File: src/hw/rtl/ssps_pkg.sv
// Shared types and constants of the swerve steering PI servo.
// Used by ssps_ctrl, ssps_dp and swerve_steer_pi_servo; depends on nothing.
package ssps_pkg;

  localparam int AFB        = 6;
  localparam int ASC        = 1 << AFB;

  localparam int CMD_W      = 1;
  localparam int TGT_W      = 16;
  localparam int CUR_W      = 15;
  localparam int TIME_W     = 32;
  localparam int PULSE_W    = 11;
  localparam int ERR_W      = 15;
  localparam int PI_W       = 16;
  localparam int TOL_W      = 8;
  localparam int GAIN_W     = 16;

  localparam int CFG_IDX_W  = 2;
  localparam int CFG_DATA_W = 16;

  localparam int DEG_W      = 9;
  localparam int WRAP_W     = TGT_W + 1;
  localparam int AERR_W     = 14;
  localparam int DT_W       = 9;
  localparam int ISUM_W     = 24;
  localparam int PROD_W     = ISUM_W + 1;
  localparam int KP1K_W     = 26;
  localparam int P1_W       = KP1K_W + ERR_W + 1;
  localparam int P2_W       = GAIN_W + ISUM_W;
  localparam int MAG_W      = P1_W - 1;
  localparam int QN_W       = 22;
  localparam int RECIP_W    = 23;
  localparam int QP_W       = QN_W + RECIP_W;
  localparam int MINP_W     = 39;
  localparam int MIN_W      = 15;
  localparam int CNT_W      = 3;

  localparam int TURN_FULL  = 360 * ASC;
  localparam int TURN_HALF  = 180 * ASC;
  localparam int FLIP_LIM   = 90 * ASC;
  localparam int INT_WIN    = 70 * ASC;
  localparam int INT_LIM    = 100000 * ASC;
  localparam int EFF_LIM    = 450 * ASC;
  localparam int EFF_MIN    = 70 * ASC;
  localparam int EFF_MAX    = 420 * ASC;
  localparam int WRAP_MOD   = 360;
  localparam int WRAP_BIAS  = 92 * WRAP_MOD;
  localparam int WRAP_STEPS = 8;
  localparam int DT_MAX     = 500;
  localparam int KP_SCALE   = 1000;
  localparam int DIVISOR    = 256000;
  localparam int DIV_HALF   = DIVISOR / 2;
  localparam int DIV_SH     = 11;
  localparam int DIV_ODD    = DIVISOR >> DIV_SH;
  localparam int QN_LIM     = (EFF_LIM + 1) * DIV_ODD;
  localparam int RECIP_SH   = 29;
  localparam int RECIP      = ((1 << RECIP_SH) + DIV_ODD - 1) / DIV_ODD;
  localparam int MIN_SH     = 24;
  localparam int MIN_MUL    = 35 * 932068;
  localparam int PULSE_LO   = 1000;
  localparam int PULSE_HI   = 2000;

  localparam logic [PULSE_W-1:0]   NEUTRAL_RST = 11'd1500;
  localparam logic [TOL_W-1:0]     TOL_RST     = 8'd5;
  localparam logic [GAIN_W-1:0]    KP_RST      = 16'd1024;
  localparam logic signed [GAIN_W-1:0] KI_RST  = -16'sd154;

  typedef enum logic [CFG_IDX_W-1:0] {
    REG_NEUTRAL = 2'd0,
    REG_TOL     = 2'd1,
    REG_KP      = 2'd2,
    REG_KI      = 2'd3
  } cfg_idx_t;

  typedef enum logic [3:0] {
    ST_IDLE,
    ST_WRAP,
    ST_ERR,
    ST_FLIP,
    ST_MULA,
    ST_INTEG,
    ST_MULB,
    ST_SUM,
    ST_DIV,
    ST_POST1,
    ST_POST2,
    ST_DONE
  } state_t;

  typedef struct packed {
    logic       load;
    logic       wrap;
    logic [2:0] wrap_sh;
    logic       err;
    logic       flip;
    logic       mula;
    logic       integ;
    logic       mulb;
    logic       sum;
    logic       div;
    logic       post1;
    logic       post2;
    logic       deliver;
  } cmd_t;

  typedef struct packed {
    logic out_busy;
  } sts_t;

endpackage

File: src/hw/rtl/swerve_steer_pi_servo.sv
// Top level of the swerve steering PI servo: configuration registers and wiring.
// Depends on ssps_pkg, ssps_ctrl and ssps_dp.
//
//   channel | handshake                 | payload
//   in_     | in_valid / in_stall       | command, target_angle, current_angle, time_ms
//   out_    | out_valid / out_stall     | pulse_us, reversed, in_tolerance, angle_error,
//           |                           | pi_effort
//   cfg_    | cfg_valid / cfg_ready     | cfg_index, cfg_data
//
// A steer request reaches the result register after acceptance through eight target wrap
// steps, nine datapath steps and the delivery step; a stop goes straight to delivery.
// One request is in work at a time; the next is taken the cycle after the result is
// registered. A result still held under out_stall holds the next delivery back.
// Synchronous active-low reset clears the sequencer, integrator state and output valid flag,
// and loads the configuration registers with their reset values.
module swerve_steer_pi_servo (
  input  logic                                  clk,
  input  logic                                  rst_n,
  input  logic                                  in_valid,
  output logic                                  in_stall,
  input  logic                                  in_command,
  input  logic signed [ssps_pkg::TGT_W-1:0]     in_target_angle,
  input  logic [ssps_pkg::CUR_W-1:0]            in_current_angle,
  input  logic [ssps_pkg::TIME_W-1:0]           in_time_ms,
  output logic                                  out_valid,
  input  logic                                  out_stall,
  output logic [ssps_pkg::PULSE_W-1:0]          out_pulse_us,
  output logic                                  out_reversed,
  output logic                                  out_in_tolerance,
  output logic signed [ssps_pkg::ERR_W-1:0]     out_angle_error,
  output logic signed [ssps_pkg::PI_W-1:0]      out_pi_effort,
  input  logic                                  cfg_valid,
  output logic                                  cfg_ready,
  input  logic [ssps_pkg::CFG_IDX_W-1:0]        cfg_index,
  input  logic [ssps_pkg::CFG_DATA_W-1:0]       cfg_data
);

  logic [ssps_pkg::PULSE_W-1:0]         neutral_r;
  logic [ssps_pkg::TOL_W-1:0]           tol_r;
  logic [ssps_pkg::GAIN_W-1:0]          kp_r;
  logic signed [ssps_pkg::GAIN_W-1:0]   ki_r;
  ssps_pkg::cmd_t                       cmd;
  ssps_pkg::sts_t                       sts;

  assign cfg_ready = 1'b1;

  always_ff @(posedge clk) begin
    if (!rst_n) begin
      neutral_r <= ssps_pkg::NEUTRAL_RST;
      tol_r     <= ssps_pkg::TOL_RST;
      kp_r      <= ssps_pkg::KP_RST;
      ki_r      <= ssps_pkg::KI_RST;
    end else if (cfg_valid && cfg_ready) begin
      unique case (ssps_pkg::cfg_idx_t'(cfg_index))
        ssps_pkg::REG_NEUTRAL: neutral_r <= cfg_data[ssps_pkg::PULSE_W-1:0];
        ssps_pkg::REG_TOL:     tol_r     <= cfg_data[ssps_pkg::TOL_W-1:0];
        ssps_pkg::REG_KP:      kp_r      <= cfg_data;
        ssps_pkg::REG_KI:      ki_r      <= $signed(cfg_data);
        default: begin
        end
      endcase
    end
  end

  ssps_ctrl u_ctrl (
    .clk        (clk),
    .rst_n      (rst_n),
    .in_valid   (in_valid),
    .in_command (in_command),
    .in_stall   (in_stall),
    .sts        (sts),
    .cmd        (cmd)
  );

  ssps_dp u_dp (
    .clk              (clk),
    .rst_n            (rst_n),
    .cmd              (cmd),
    .sts              (sts),
    .in_command       (in_command),
    .in_target_angle  (in_target_angle),
    .in_current_angle (in_current_angle),
    .in_time_ms       (in_time_ms),
    .neutral_pulse    (neutral_r),
    .tolerance_deg    (tol_r),
    .kp_gain          (kp_r),
    .ki_gain          (ki_r),
    .out_stall        (out_stall),
    .out_valid        (out_valid),
    .out_pulse_us     (out_pulse_us),
    .out_reversed     (out_reversed),
    .out_in_tolerance (out_in_tolerance),
    .out_angle_error  (out_angle_error),
    .out_pi_effort    (out_pi_effort)
  );

  a_no_overwrite: assert property (@(posedge clk) disable iff (!rst_n)
    (out_valid && out_stall) |-> !cmd.deliver)
    else $error("result register overwritten while stalled");

  a_one_in_work: assert property (@(posedge clk) disable iff (!rst_n)
    (in_valid && !in_stall) |=> in_stall)
    else $error("second request taken while one is in work");

  a_pulse_range: assert property (@(posedge clk) disable iff (!rst_n)
    out_valid |-> (out_pulse_us >= ssps_pkg::PULSE_W'(ssps_pkg::PULSE_LO)
                   && out_pulse_us <= ssps_pkg::PULSE_W'(ssps_pkg::PULSE_HI)))
    else $error("pulse outside servo range");

  a_err_range: assert property (@(posedge clk) disable iff (!rst_n)
    out_valid |-> (out_angle_error <= ssps_pkg::FLIP_LIM
                   && out_angle_error >= -ssps_pkg::FLIP_LIM))
    else $error("angle error beyond the turn limit");

endmodule

File: src/hw/rtl/ssps_ctrl.sv
// Sequencer of the steering servo: walks one request through the datapath steps.
// Depends on ssps_pkg for the state, command and status types.
module ssps_ctrl (
  input  logic                clk,
  input  logic                rst_n,
  input  logic                in_valid,
  input  logic                in_command,
  output logic                in_stall,
  input  ssps_pkg::sts_t      sts,
  output ssps_pkg::cmd_t      cmd
);

  ssps_pkg::state_t             state_r, state_nxt;
  logic [ssps_pkg::CNT_W-1:0]   cnt_r, cnt_nxt;

  always_ff @(posedge clk) begin
    if (!rst_n) begin
      state_r <= ssps_pkg::ST_IDLE;
      cnt_r   <= '0;
    end else begin
      state_r <= state_nxt;
      cnt_r   <= cnt_nxt;
    end
  end

  always_comb begin
    state_nxt   = state_r;
    cnt_nxt     = cnt_r;
    cmd         = '0;
    cmd.wrap_sh = cnt_r;
    in_stall    = 1'b1;
    unique case (state_r)
      ssps_pkg::ST_IDLE: begin
        in_stall = 1'b0;
        if (in_valid) begin
          cmd.load  = 1'b1;
          cnt_nxt   = ssps_pkg::CNT_W'(ssps_pkg::WRAP_STEPS - 1);
          state_nxt = in_command ? ssps_pkg::ST_DONE : ssps_pkg::ST_WRAP;
        end
      end
      ssps_pkg::ST_WRAP: begin
        cmd.wrap = 1'b1;
        if (cnt_r == '0) begin
          state_nxt = ssps_pkg::ST_ERR;
        end else begin
          cnt_nxt = cnt_r - 1'b1;
        end
      end
      ssps_pkg::ST_ERR: begin
        cmd.err   = 1'b1;
        state_nxt = ssps_pkg::ST_FLIP;
      end
      ssps_pkg::ST_FLIP: begin
        cmd.flip  = 1'b1;
        state_nxt = ssps_pkg::ST_MULA;
      end
      ssps_pkg::ST_MULA: begin
        cmd.mula  = 1'b1;
        state_nxt = ssps_pkg::ST_INTEG;
      end
      ssps_pkg::ST_INTEG: begin
        cmd.integ = 1'b1;
        state_nxt = ssps_pkg::ST_MULB;
      end
      ssps_pkg::ST_MULB: begin
        cmd.mulb  = 1'b1;
        state_nxt = ssps_pkg::ST_SUM;
      end
      ssps_pkg::ST_SUM: begin
        cmd.sum   = 1'b1;
        state_nxt = ssps_pkg::ST_DIV;
      end
      ssps_pkg::ST_DIV: begin
        cmd.div   = 1'b1;
        state_nxt = ssps_pkg::ST_POST1;
      end
      ssps_pkg::ST_POST1: begin
        cmd.post1 = 1'b1;
        state_nxt = ssps_pkg::ST_POST2;
      end
      ssps_pkg::ST_POST2: begin
        cmd.post2 = 1'b1;
        state_nxt = ssps_pkg::ST_DONE;
      end
      ssps_pkg::ST_DONE: begin
        if (!sts.out_busy) begin
          cmd.deliver = 1'b1;
          state_nxt   = ssps_pkg::ST_IDLE;
        end
      end
      default: begin
        state_nxt = ssps_pkg::ST_IDLE;
      end
    endcase
  end

endmodule

File: src/hw/rtl/ssps_dp.sv
// Datapath of the steering servo: angle wrap, PI terms, constant divider, result register.
// Depends on ssps_pkg; steered by ssps_ctrl through cmd_t and reports through sts_t.
module ssps_dp (
  input  logic                                  clk,
  input  logic                                  rst_n,
  input  ssps_pkg::cmd_t                        cmd,
  output ssps_pkg::sts_t                        sts,
  input  logic                                  in_command,
  input  logic signed [ssps_pkg::TGT_W-1:0]     in_target_angle,
  input  logic [ssps_pkg::CUR_W-1:0]            in_current_angle,
  input  logic [ssps_pkg::TIME_W-1:0]           in_time_ms,
  input  logic [ssps_pkg::PULSE_W-1:0]          neutral_pulse,
  input  logic [ssps_pkg::TOL_W-1:0]            tolerance_deg,
  input  logic [ssps_pkg::GAIN_W-1:0]           kp_gain,
  input  logic signed [ssps_pkg::GAIN_W-1:0]    ki_gain,
  input  logic                                  out_stall,
  output logic                                  out_valid,
  output logic [ssps_pkg::PULSE_W-1:0]          out_pulse_us,
  output logic                                  out_reversed,
  output logic                                  out_in_tolerance,
  output logic signed [ssps_pkg::ERR_W-1:0]     out_angle_error,
  output logic signed [ssps_pkg::PI_W-1:0]      out_pi_effort
);

  function automatic logic signed [ssps_pkg::ERR_W-1:0] shortest(
    input logic [ssps_pkg::DEG_W-1:0] tgt,
    input logic [ssps_pkg::CUR_W-1:0] cur
  );
    logic signed [ssps_pkg::CUR_W+1:0] d;
    d = $signed((ssps_pkg::CUR_W+2)'(tgt) << ssps_pkg::AFB)
        - $signed((ssps_pkg::CUR_W+2)'(cur));
    if (d > ssps_pkg::TURN_HALF) begin
      d = d - (ssps_pkg::CUR_W+2)'(ssps_pkg::TURN_FULL);
    end else if (d < -ssps_pkg::TURN_HALF) begin
      d = d + (ssps_pkg::CUR_W+2)'(ssps_pkg::TURN_FULL);
    end
    return ssps_pkg::ERR_W'(d);
  endfunction

  logic                                   stop_r;
  logic [ssps_pkg::WRAP_W-1:0]            tgt_r;
  logic [ssps_pkg::CUR_W-1:0]             cur_r;
  logic [ssps_pkg::TIME_W-1:0]            now_r;
  logic signed [ssps_pkg::ERR_W-1:0]      err_r;
  logic                                   rev_r;
  logic [ssps_pkg::DT_W-1:0]              dt_r;
  logic [ssps_pkg::AERR_W-1:0]            aerr_r;
  logic signed [ssps_pkg::PROD_W-1:0]     prod_r;
  logic [ssps_pkg::KP1K_W-1:0]            kp1k_r;
  logic signed [ssps_pkg::ISUM_W-1:0]     isum_r;
  logic [ssps_pkg::TIME_W-1:0]            last_time_r;
  logic [ssps_pkg::DEG_W-1:0]             last_tgt_r;
  logic                                   tv_r;
  logic [ssps_pkg::MINP_W-1:0]            minprod_r;
  logic [ssps_pkg::MIN_W-1:0]             min_r;
  logic signed [ssps_pkg::P1_W-1:0]       p1_r;
  logic signed [ssps_pkg::P2_W-1:0]       p2_r;
  logic                                   neg_r;
  logic [ssps_pkg::MAG_W-1:0]             dvd_r;
  logic                                   ovf_r;
  logic [ssps_pkg::QP_W-1:0]              qprod_r;
  logic signed [ssps_pkg::PI_W-1:0]       pi_r;
  logic signed [ssps_pkg::PI_W-1:0]       off_r;
  logic                                   intol_r;
  logic                                   out_valid_r;
  logic [ssps_pkg::PULSE_W-1:0]           out_pulse_r;
  logic                                   out_rev_r;
  logic                                   out_intol_r;
  logic signed [ssps_pkg::ERR_W-1:0]      out_err_r;
  logic signed [ssps_pkg::PI_W-1:0]       out_pi_r;

  logic [ssps_pkg::DEG_W-1:0]             tgt9;
  logic [ssps_pkg::WRAP_W-1:0]            wrap_sub;
  logic signed [ssps_pkg::ERR_W-1:0]      e0;
  logic [ssps_pkg::TIME_W-1:0]            dtr;
  logic [ssps_pkg::DT_W-1:0]              dt_c;
  logic [ssps_pkg::DEG_W-1:0]             tgt_t;
  logic signed [ssps_pkg::ISUM_W-1:0]     base;
  logic signed [ssps_pkg::PROD_W-1:0]     isum_s;
  logic signed [ssps_pkg::ISUM_W-1:0]     isum_c;
  logic [ssps_pkg::MIN_W:0]               min_c;
  logic signed [ssps_pkg::P1_W-1:0]       acc;
  logic [ssps_pkg::P1_W-1:0]              mag;
  logic [ssps_pkg::MAG_W-1:0]             nq;
  logic [ssps_pkg::PI_W-1:0]              qc;
  logic signed [ssps_pkg::PI_W-1:0]       off_c;
  logic [ssps_pkg::PI_W-1:0]              aoff;
  logic [ssps_pkg::PULSE_W-1:0]           neutral_c;
  logic [ssps_pkg::PI_W-1:0]              rnd;
  logic signed [ssps_pkg::PULSE_W+1:0]    pulse_s;
  logic [ssps_pkg::PULSE_W-1:0]           pulse_c;

  assign tgt9     = tgt_r[ssps_pkg::DEG_W-1:0];
  assign wrap_sub = ssps_pkg::WRAP_W'(ssps_pkg::WRAP_MOD) << cmd.wrap_sh;
  assign e0       = shortest(tgt9, cur_r);
  assign dtr      = now_r - last_time_r;

  always_comb begin
    if (dtr == '0) begin
      dt_c = ssps_pkg::DT_W'(1);
    end else if (dtr > ssps_pkg::TIME_W'(ssps_pkg::DT_MAX)) begin
      dt_c = ssps_pkg::DT_W'(ssps_pkg::DT_MAX);
    end else begin
      dt_c = dtr[ssps_pkg::DT_W-1:0];
    end
  end

  assign tgt_t = (tgt9 >= ssps_pkg::DEG_W'(180)) ? tgt9 - ssps_pkg::DEG_W'(180)
                                                 : tgt9 + ssps_pkg::DEG_W'(180);

  always_comb begin
    base   = (!tv_r || tgt9 != last_tgt_r) ? '0 : isum_r;
    isum_s = ssps_pkg::PROD_W'(base) + prod_r;
    if (aerr_r >= ssps_pkg::AERR_W'(ssps_pkg::INT_WIN)) begin
      isum_c = '0;
    end else if (isum_s > ssps_pkg::INT_LIM) begin
      isum_c = ssps_pkg::ISUM_W'(ssps_pkg::INT_LIM);
    end else if (isum_s < -ssps_pkg::INT_LIM) begin
      isum_c = ssps_pkg::ISUM_W'(-ssps_pkg::INT_LIM);
    end else begin
      isum_c = ssps_pkg::ISUM_W'(isum_s);
    end
  end

  assign min_c = (ssps_pkg::MIN_W+1)'(ssps_pkg::EFF_MIN)
               + (ssps_pkg::MIN_W+1)'(minprod_r >> ssps_pkg::MIN_SH);

  assign acc = p1_r + ssps_pkg::P1_W'(p2_r);
  assign mag = acc[ssps_pkg::P1_W-1] ? ssps_pkg::P1_W'(-acc) : ssps_pkg::P1_W'(acc);

  assign nq = dvd_r >> ssps_pkg::DIV_SH;

  assign qc = ovf_r ? ssps_pkg::PI_W'(ssps_pkg::EFF_LIM)
                    : ssps_pkg::PI_W'(qprod_r >> ssps_pkg::RECIP_SH);

  always_comb begin
    off_c = pi_r;
    if ((off_c > 0 && err_r < 0) || (off_c < 0 && err_r > 0)) begin
      off_c = '0;
    end
    aoff = off_c[ssps_pkg::PI_W-1] ? ssps_pkg::PI_W'(-off_c) : ssps_pkg::PI_W'(off_c);
    if (aoff < ssps_pkg::PI_W'(min_r)) begin
      off_c = (err_r >= 0) ? $signed(ssps_pkg::PI_W'(min_r))
                           : -$signed(ssps_pkg::PI_W'(min_r));
    end
  end

  always_comb begin
    if (neutral_pulse < ssps_pkg::PULSE_W'(ssps_pkg::PULSE_LO)) begin
      neutral_c = ssps_pkg::PULSE_W'(ssps_pkg::PULSE_LO);
    end else if (neutral_pulse > ssps_pkg::PULSE_W'(ssps_pkg::PULSE_HI)) begin
      neutral_c = ssps_pkg::PULSE_W'(ssps_pkg::PULSE_HI);
    end else begin
      neutral_c = neutral_pulse;
    end
  end

  always_comb begin
    rnd = ((off_r[ssps_pkg::PI_W-1] ? ssps_pkg::PI_W'(-off_r) : ssps_pkg::PI_W'(off_r))
          + ssps_pkg::PI_W'(ssps_pkg::ASC / 2)) >> ssps_pkg::AFB;
    pulse_s = $signed((ssps_pkg::PULSE_W+2)'(neutral_c));
    if (off_r < 0) begin
      pulse_s = pulse_s - $signed((ssps_pkg::PULSE_W+2)'(rnd));
    end else begin
      pulse_s = pulse_s + $signed((ssps_pkg::PULSE_W+2)'(rnd));
    end
    if (intol_r) begin
      pulse_c = neutral_c;
    end else if (pulse_s < ssps_pkg::PULSE_LO) begin
      pulse_c = ssps_pkg::PULSE_W'(ssps_pkg::PULSE_LO);
    end else if (pulse_s > ssps_pkg::PULSE_HI) begin
      pulse_c = ssps_pkg::PULSE_W'(ssps_pkg::PULSE_HI);
    end else begin
      pulse_c = ssps_pkg::PULSE_W'(pulse_s);
    end
  end

  always_ff @(posedge clk) begin
    if (!rst_n) begin
      tv_r        <= 1'b0;
      isum_r      <= '0;
      last_time_r <= '0;
      last_tgt_r  <= '0;
    end else if (cmd.load && in_command) begin
      tv_r        <= 1'b0;
      isum_r      <= '0;
      last_time_r <= in_time_ms;
    end else if (cmd.integ) begin
      tv_r        <= 1'b1;
      isum_r      <= isum_c;
      last_time_r <= now_r;
      last_tgt_r  <= tgt9;
    end
  end

  always_ff @(posedge clk) begin
    if (cmd.load) begin
      stop_r <= in_command;
      tgt_r  <= ssps_pkg::WRAP_W'(in_target_angle)
              + ssps_pkg::WRAP_W'(ssps_pkg::WRAP_BIAS);
      cur_r  <= (in_current_angle >= ssps_pkg::CUR_W'(ssps_pkg::TURN_FULL))
              ? in_current_angle - ssps_pkg::CUR_W'(ssps_pkg::TURN_FULL)
              : in_current_angle;
      now_r  <= in_time_ms;
    end
    if (cmd.wrap && tgt_r >= wrap_sub) begin
      tgt_r <= tgt_r - wrap_sub;
    end
    if (cmd.err) begin
      err_r <= e0;
      rev_r <= (e0 > ssps_pkg::FLIP_LIM) || (e0 < -ssps_pkg::FLIP_LIM);
      dt_r  <= dt_c;
    end
    if (cmd.flip && rev_r) begin
      tgt_r <= ssps_pkg::WRAP_W'(tgt_t);
      err_r <= shortest(tgt_t, cur_r);
    end
    if (cmd.mula) begin
      prod_r <= ssps_pkg::PROD_W'(err_r) * ssps_pkg::PROD_W'($signed({1'b0, dt_r}));
      kp1k_r <= ssps_pkg::KP1K_W'(kp_gain) * ssps_pkg::KP1K_W'(ssps_pkg::KP_SCALE);
      aerr_r <= (err_r < 0) ? ssps_pkg::AERR_W'(-err_r) : ssps_pkg::AERR_W'(err_r);
    end
    if (cmd.integ) begin
      minprod_r <= ssps_pkg::MINP_W'(aerr_r) * ssps_pkg::MINP_W'(ssps_pkg::MIN_MUL);
    end
    if (cmd.mulb) begin
      p1_r  <= ssps_pkg::P1_W'($signed({1'b0, kp1k_r})) * ssps_pkg::P1_W'(err_r);
      p2_r  <= ssps_pkg::P2_W'(ki_gain) * ssps_pkg::P2_W'(isum_r);
      min_r <= (min_c > (ssps_pkg::MIN_W+1)'(ssps_pkg::EFF_MAX))
             ? ssps_pkg::MIN_W'(ssps_pkg::EFF_MAX) : ssps_pkg::MIN_W'(min_c);
    end
    if (cmd.sum) begin
      neg_r <= acc[ssps_pkg::P1_W-1];
      dvd_r <= ssps_pkg::MAG_W'(mag) + ssps_pkg::MAG_W'(ssps_pkg::DIV_HALF);
    end
    if (cmd.div) begin
      ovf_r   <= nq >= ssps_pkg::MAG_W'(ssps_pkg::QN_LIM);
      qprod_r <= ssps_pkg::QP_W'(nq[ssps_pkg::QN_W-1:0]) * ssps_pkg::QP_W'(ssps_pkg::RECIP);
    end
    if (cmd.post1) begin
      pi_r <= neg_r ? -$signed(qc) : $signed(qc);
    end
    if (cmd.post2) begin
      off_r   <= off_c;
      intol_r <= aerr_r <= (ssps_pkg::AERR_W'(tolerance_deg) << ssps_pkg::AFB);
    end
    if (cmd.deliver) begin
      if (stop_r) begin
        out_pulse_r <= neutral_c;
        out_rev_r   <= 1'b0;
        out_intol_r <= 1'b0;
        out_err_r   <= '0;
        out_pi_r    <= '0;
      end else begin
        out_pulse_r <= pulse_c;
        out_rev_r   <= rev_r;
        out_intol_r <= intol_r;
        out_err_r   <= err_r;
        out_pi_r    <= pi_r;
      end
    end
  end

  always_ff @(posedge clk) begin
    if (!rst_n) begin
      out_valid_r <= 1'b0;
    end else if (cmd.deliver) begin
      out_valid_r <= 1'b1;
    end else if (!out_stall) begin
      out_valid_r <= 1'b0;
    end
  end

  assign sts.out_busy     = out_valid_r && out_stall;
  assign out_valid        = out_valid_r;
  assign out_pulse_us     = out_pulse_r;
  assign out_reversed     = out_rev_r;
  assign out_in_tolerance = out_intol_r;
  assign out_angle_error  = out_err_r;
  assign out_pi_effort    = out_pi_r;

endmodule
File: config.mk
export PLATFORM = sky130hd
export DESIGN_NAME = swerve_steer_pi_servo
export DESIGN_NICKNAME = d
export VERILOG_FILES = /design/src/hw/rtl/ssps_pkg.sv /design/src/hw/rtl/swerve_steer_pi_servo.sv /design/src/hw/rtl/ssps_ctrl.sv /design/src/hw/rtl/ssps_dp.sv
export SDC_FILE = /design/constraint.sdc
export NUM_CORES = 2
export LEC_CHECK = 0
export ABC_AREA = 1
export BUFFER_PORTS_ARGS = -buffer_cell sky130_fd_sc_hd__buf_2
export CAP_MARGIN = 0
export CORE_AREA = 2 2 474 476
export DETAILED_ROUTE_END_ITERATION = 10
export DIE_AREA = 0 0 476 478
export PLACE_DENSITY_LB_ADDON = 0.3
export SLEW_MARGIN = 25
export SYNTH_ARGS = -nofsm -noshare
export SYNTH_HDL_FRONTEND = slang
export SYNTH_SLANG_ARGS = --single-unit
File: constraint.sdc
create_clock -name clk -period 11.61 [get_ports clk]
set_input_delay 1.161 -clock clk [delete_from_list [all_inputs] [get_ports clk]]
set_output_delay 1.161 -clock clk [all_outputs]
set_load 0.02 [all_outputs]
==> flow_metrics.tcl <==
set metrics [dict create \
    clock_skew_ns 0.110 \
    clock.fmax_mhz 134 \
    nets 11679 \
    fin_cells 12775 \
    required_ns 12.08 \
    cts.sinks 511 \
    wl_per_cell_um 17.1 \
    max-cap-violations 0 \
    syn_area_um2 77600 \
    gp_congestion 0.905 \
    rr_endpoint "u_dp.p1_r[36]$_DFFE_PP_" \
    cts_buffers 61 \
    grt_max_degree 65 \
    yosys_warnings 0 \
    post-place-ws_ns 4.19 \
    synth-edff-count 378 \
    rsz0062_at_grt "false" \
    final_antenna_net_count 0 \
    synth-seq-cells 511 \
    endpoint "u_dp.p1_r[36]$_DFFE_PP_" \
    relSlewSlack_pct 23.4 \
    cts_root_buf "clkbuf_16" \
    clkLatencyLatePin_ns 0.78 \
    h-tree-depth 2 \
    async_reset_ff_share_pct 0 \
    cts_max_path_buffers 3 \
    io_pins 134 \
    critPathArrivalTime_ns 7.93 \
    crit_start "u_dp.err_r[14]$_DFFE_PP_" \
    min_path_type "reg2reg" \
    fin_ws_ns 4.15 \
    setup_tns_ns 0 \
    dieHeight_um 478 \
    synth_top_cell_area_share_pct 26.4 \
    post_drt_via_cell_ratio 4.81 \
    synth.avg_cell_area_um2 7.97 \
    cts_resized 0 \
    path_class "reg2reg" \
    clkTransAtPathRegs_ns 0.07 \
    routed_wl_um 219000 \
    r2r-start "u_dp.err_r[14]$_DFFE_PP_" \
    antenna_found_initial 5 \
    drcViolationCount 0 \
    gr-total-overflow 0 \
    grt_pass1_vias 64144 \
    finalHoldViolCount 0 \
    first_pass_iters 5 \
    synth_top_flop_cell "edfxtp_1" \
    path_max_fanout 28 \
    drtIter0Drc 3702 \
    route.vias.total 61480 \
    end_kind "flop" \
    start_util_pct 34.8 \
    post_cts_buffers 0 \
    die_area_um2 228000 \
    min_period_ns 7.46 \
    synth-seq-area-share_pct 18.1 \
    grt_use_total_pct 19.5 \
    io_buffers 132 \
    status "finished clean" \
    ff2ff_path_depth 23 \
    core_um2 223000 \
    fin_crit_sh_pct 64.3 \
    syn_nets 11682 \
    synth_cell_types 68 \
    synthTopCellsByArea "fa_1 26%, edfxtp_1 15%, ha_1 14%" \
    fp.dieW_um 476 \
    drv_slew 0 \
    yosysTopAreaCell "fa_1" \
    dp_cells 12656 \
    drive_gt1_share_pct 4.62 \
    synthCells 9730 \
    cts_tree "built" \
    worst_slew_pin_slew_ns 1.15 \
    row_count 174 \
    postCtsHoldBufs 0 \
    crit_path_start_kind "flop" \
    regToRegSetupSlack_ns 4.15 \
    setup_viol 0 \
    grt_pass1_wl_um 351000 \
    hpwl_um 181000 \
    area_growth_pct 7.90 \
]
==> cell usage after synthesis, types with 9 or more instances <==
library cell     n
a211oi_1        11
a21boi_0        10
a21o_1          19
a21oi_1        436
a22oi_1         13
a31oi_1         48
clkbuf_1       241
dfxtp_1        133
edfxtp_1       378
fa_1          1022
ha_1           843
inv_1         2354
nand2_1       2182
nand2_2         42
nand3_1        290
nand3_2         15
nand3b_1        32
nand4_1         90
nor2_1         612
nor2_2          21
nor3_1          59
nor4_1          28
o2111ai_1        9
o211ai_1        18
o21a_1          19
o21ai_0        273
o21ai_1         11
o21bai_1        26
o31ai_1         16
or2_2           21
xnor2_1        114
xor2_1         250
==> placed cells by master, fill, tap and decap left out, drive strengths merged, types with 23 or more instances in the layout <==
master / synthesis / layout
inv: 2359 / 2367
nand2: 2225 / 2225
fa: 1022 / 1022
ha: 843 / 843
nor2: 641 / 641
a21oi: 437 / 437
edfxtp: 378 / 378
nand3: 305 / 305
o21ai: 288 / 288
xor2: 253 / 253
buf: 21 / 196
dfxtp: 133 / 133
xnor2: 114 / 114
nand4: 90 / 90
clkbuf: 241 / 78
nor3: 60 / 60
a31oi: 48 / 48
nand3b: 33 / 33
nor4: 28 / 28
o21bai: 26 / 26
clkinv: 6 / 24
or2: 23 / 23
==> state kept, by name, indices dropped and copies added (netlist names), 17 cells and up <==
name and count:
u_dp.p2_r 40, u_dp.tgt_r 17, u_dp.kp1k_r 23, u_dp.prod_r 25, u_dp.last_time_r 32, u_dp.p1_r 39
u_dp.isum_r 24, u_dp.now_r 32, u_dp.dvd_r 30
==> routing by layer <==
metal | share of wire (%) | vias up | GRT usage, %
met4 | 3.2 | 2 | 5.73
met2 | 49 | 1444 | 34.0
met5 | 0.0059 | - | 0
met1 | 43 | 30035 | 25.0
met3 | 5.3 | 275 | 2.61
li1 | - | 29724 | -
==> logic make-up after synthesis <==
group                      share of synthesized area (%)
AOI/OAI and AO/OA                                   6.75
xor gates and xnor gates                            4.17
adders and majority gates                           40.0
buffers and inverters                               12.8
DFF                                                 18.1
muxes                                             0.0387
other                                            0.00483
and+or+nand+nor                                     18.2
==> critical path, cell delays in order (launching register included) <==
cell and delay, ns:
edfxtp_1 0.34, buf_4 0.40, inv_2 0.30, or2_2 0.38, fa_1 0.52, fa_1 0.54, inv_1 0.05, fa_1 0.50
fa_1 0.51, fa_1 0.54, inv_1 0.06, fa_1 0.54, inv_1 0.05, ha_1 0.34, a21oi_1 0.08, a21boi_0 0.15
o21ai_0 0.54, a21oi_1 0.19, o21ai_0 0.43, a21oi_1 0.23, o21bai_1 0.25, nand2_1 0.07, nand2_1 0.07, xor2_1 0.07
==> how the worst min path moves through the flow <==
stage / startpoint / end / slack, ns / cells after the start
6_report: ki_r[14]$_SDFFE_PN1P_ / ki_r[14]$_SDFFE_PN1P_ / 0.46 / 2
5_1_grt: u_dp.last_time_r[10]$_SDFFE_PN0P_ / u_dp.last_time_r[10]$_SDFFE_PN0P_ / 0.49 / 2
4_1_cts: ki_r[14]$_SDFFE_PN1P_ / ki_r[14]$_SDFFE_PN1P_ / 0.46 / 2
3_5_place_dp: ki_r[14]$_SDFFE_PN1P_ / ki_r[14]$_SDFFE_PN1P_ / 0.45 / 2
3_3_place_gp: ki_r[14]$_SDFFE_PN1P_ / ki_r[14]$_SDFFE_PN1P_ / 0.44 / 2
2_1_floorplan: u_dp.err_r[0]$_DFFE_PP_ / u_dp.aerr_r[0]$_DFFE_PP_ / 0.42 / 0
==> final cells by class <==
type                    count  area (µm²)
fillers                 23012      139000
multi-input cells        6592       53700
flip-flops and latches    511       14000
inverters                2365        8880
well taps                2992        3740
clock buffers              78        1730
repair buffers            196        1140
clock inverters            38         490
diodes                      3        7.51
==> stage by stage <==
stage	area, µm²	utilization [%]	hold slack (ns)
after global routing	83700	37.5	0.486
after CTS	83700	37.5	0.463
after global placement	81500	36.5	0.440
after floorplan	77600	-	0.424
after detailed placement	81500	36.5	0.448
final	83700	37.5	0.460
Power is left out: the tool's default activity adds up to more than one toggle a clock period on the data nets, which glitch-free logic cannot reach.
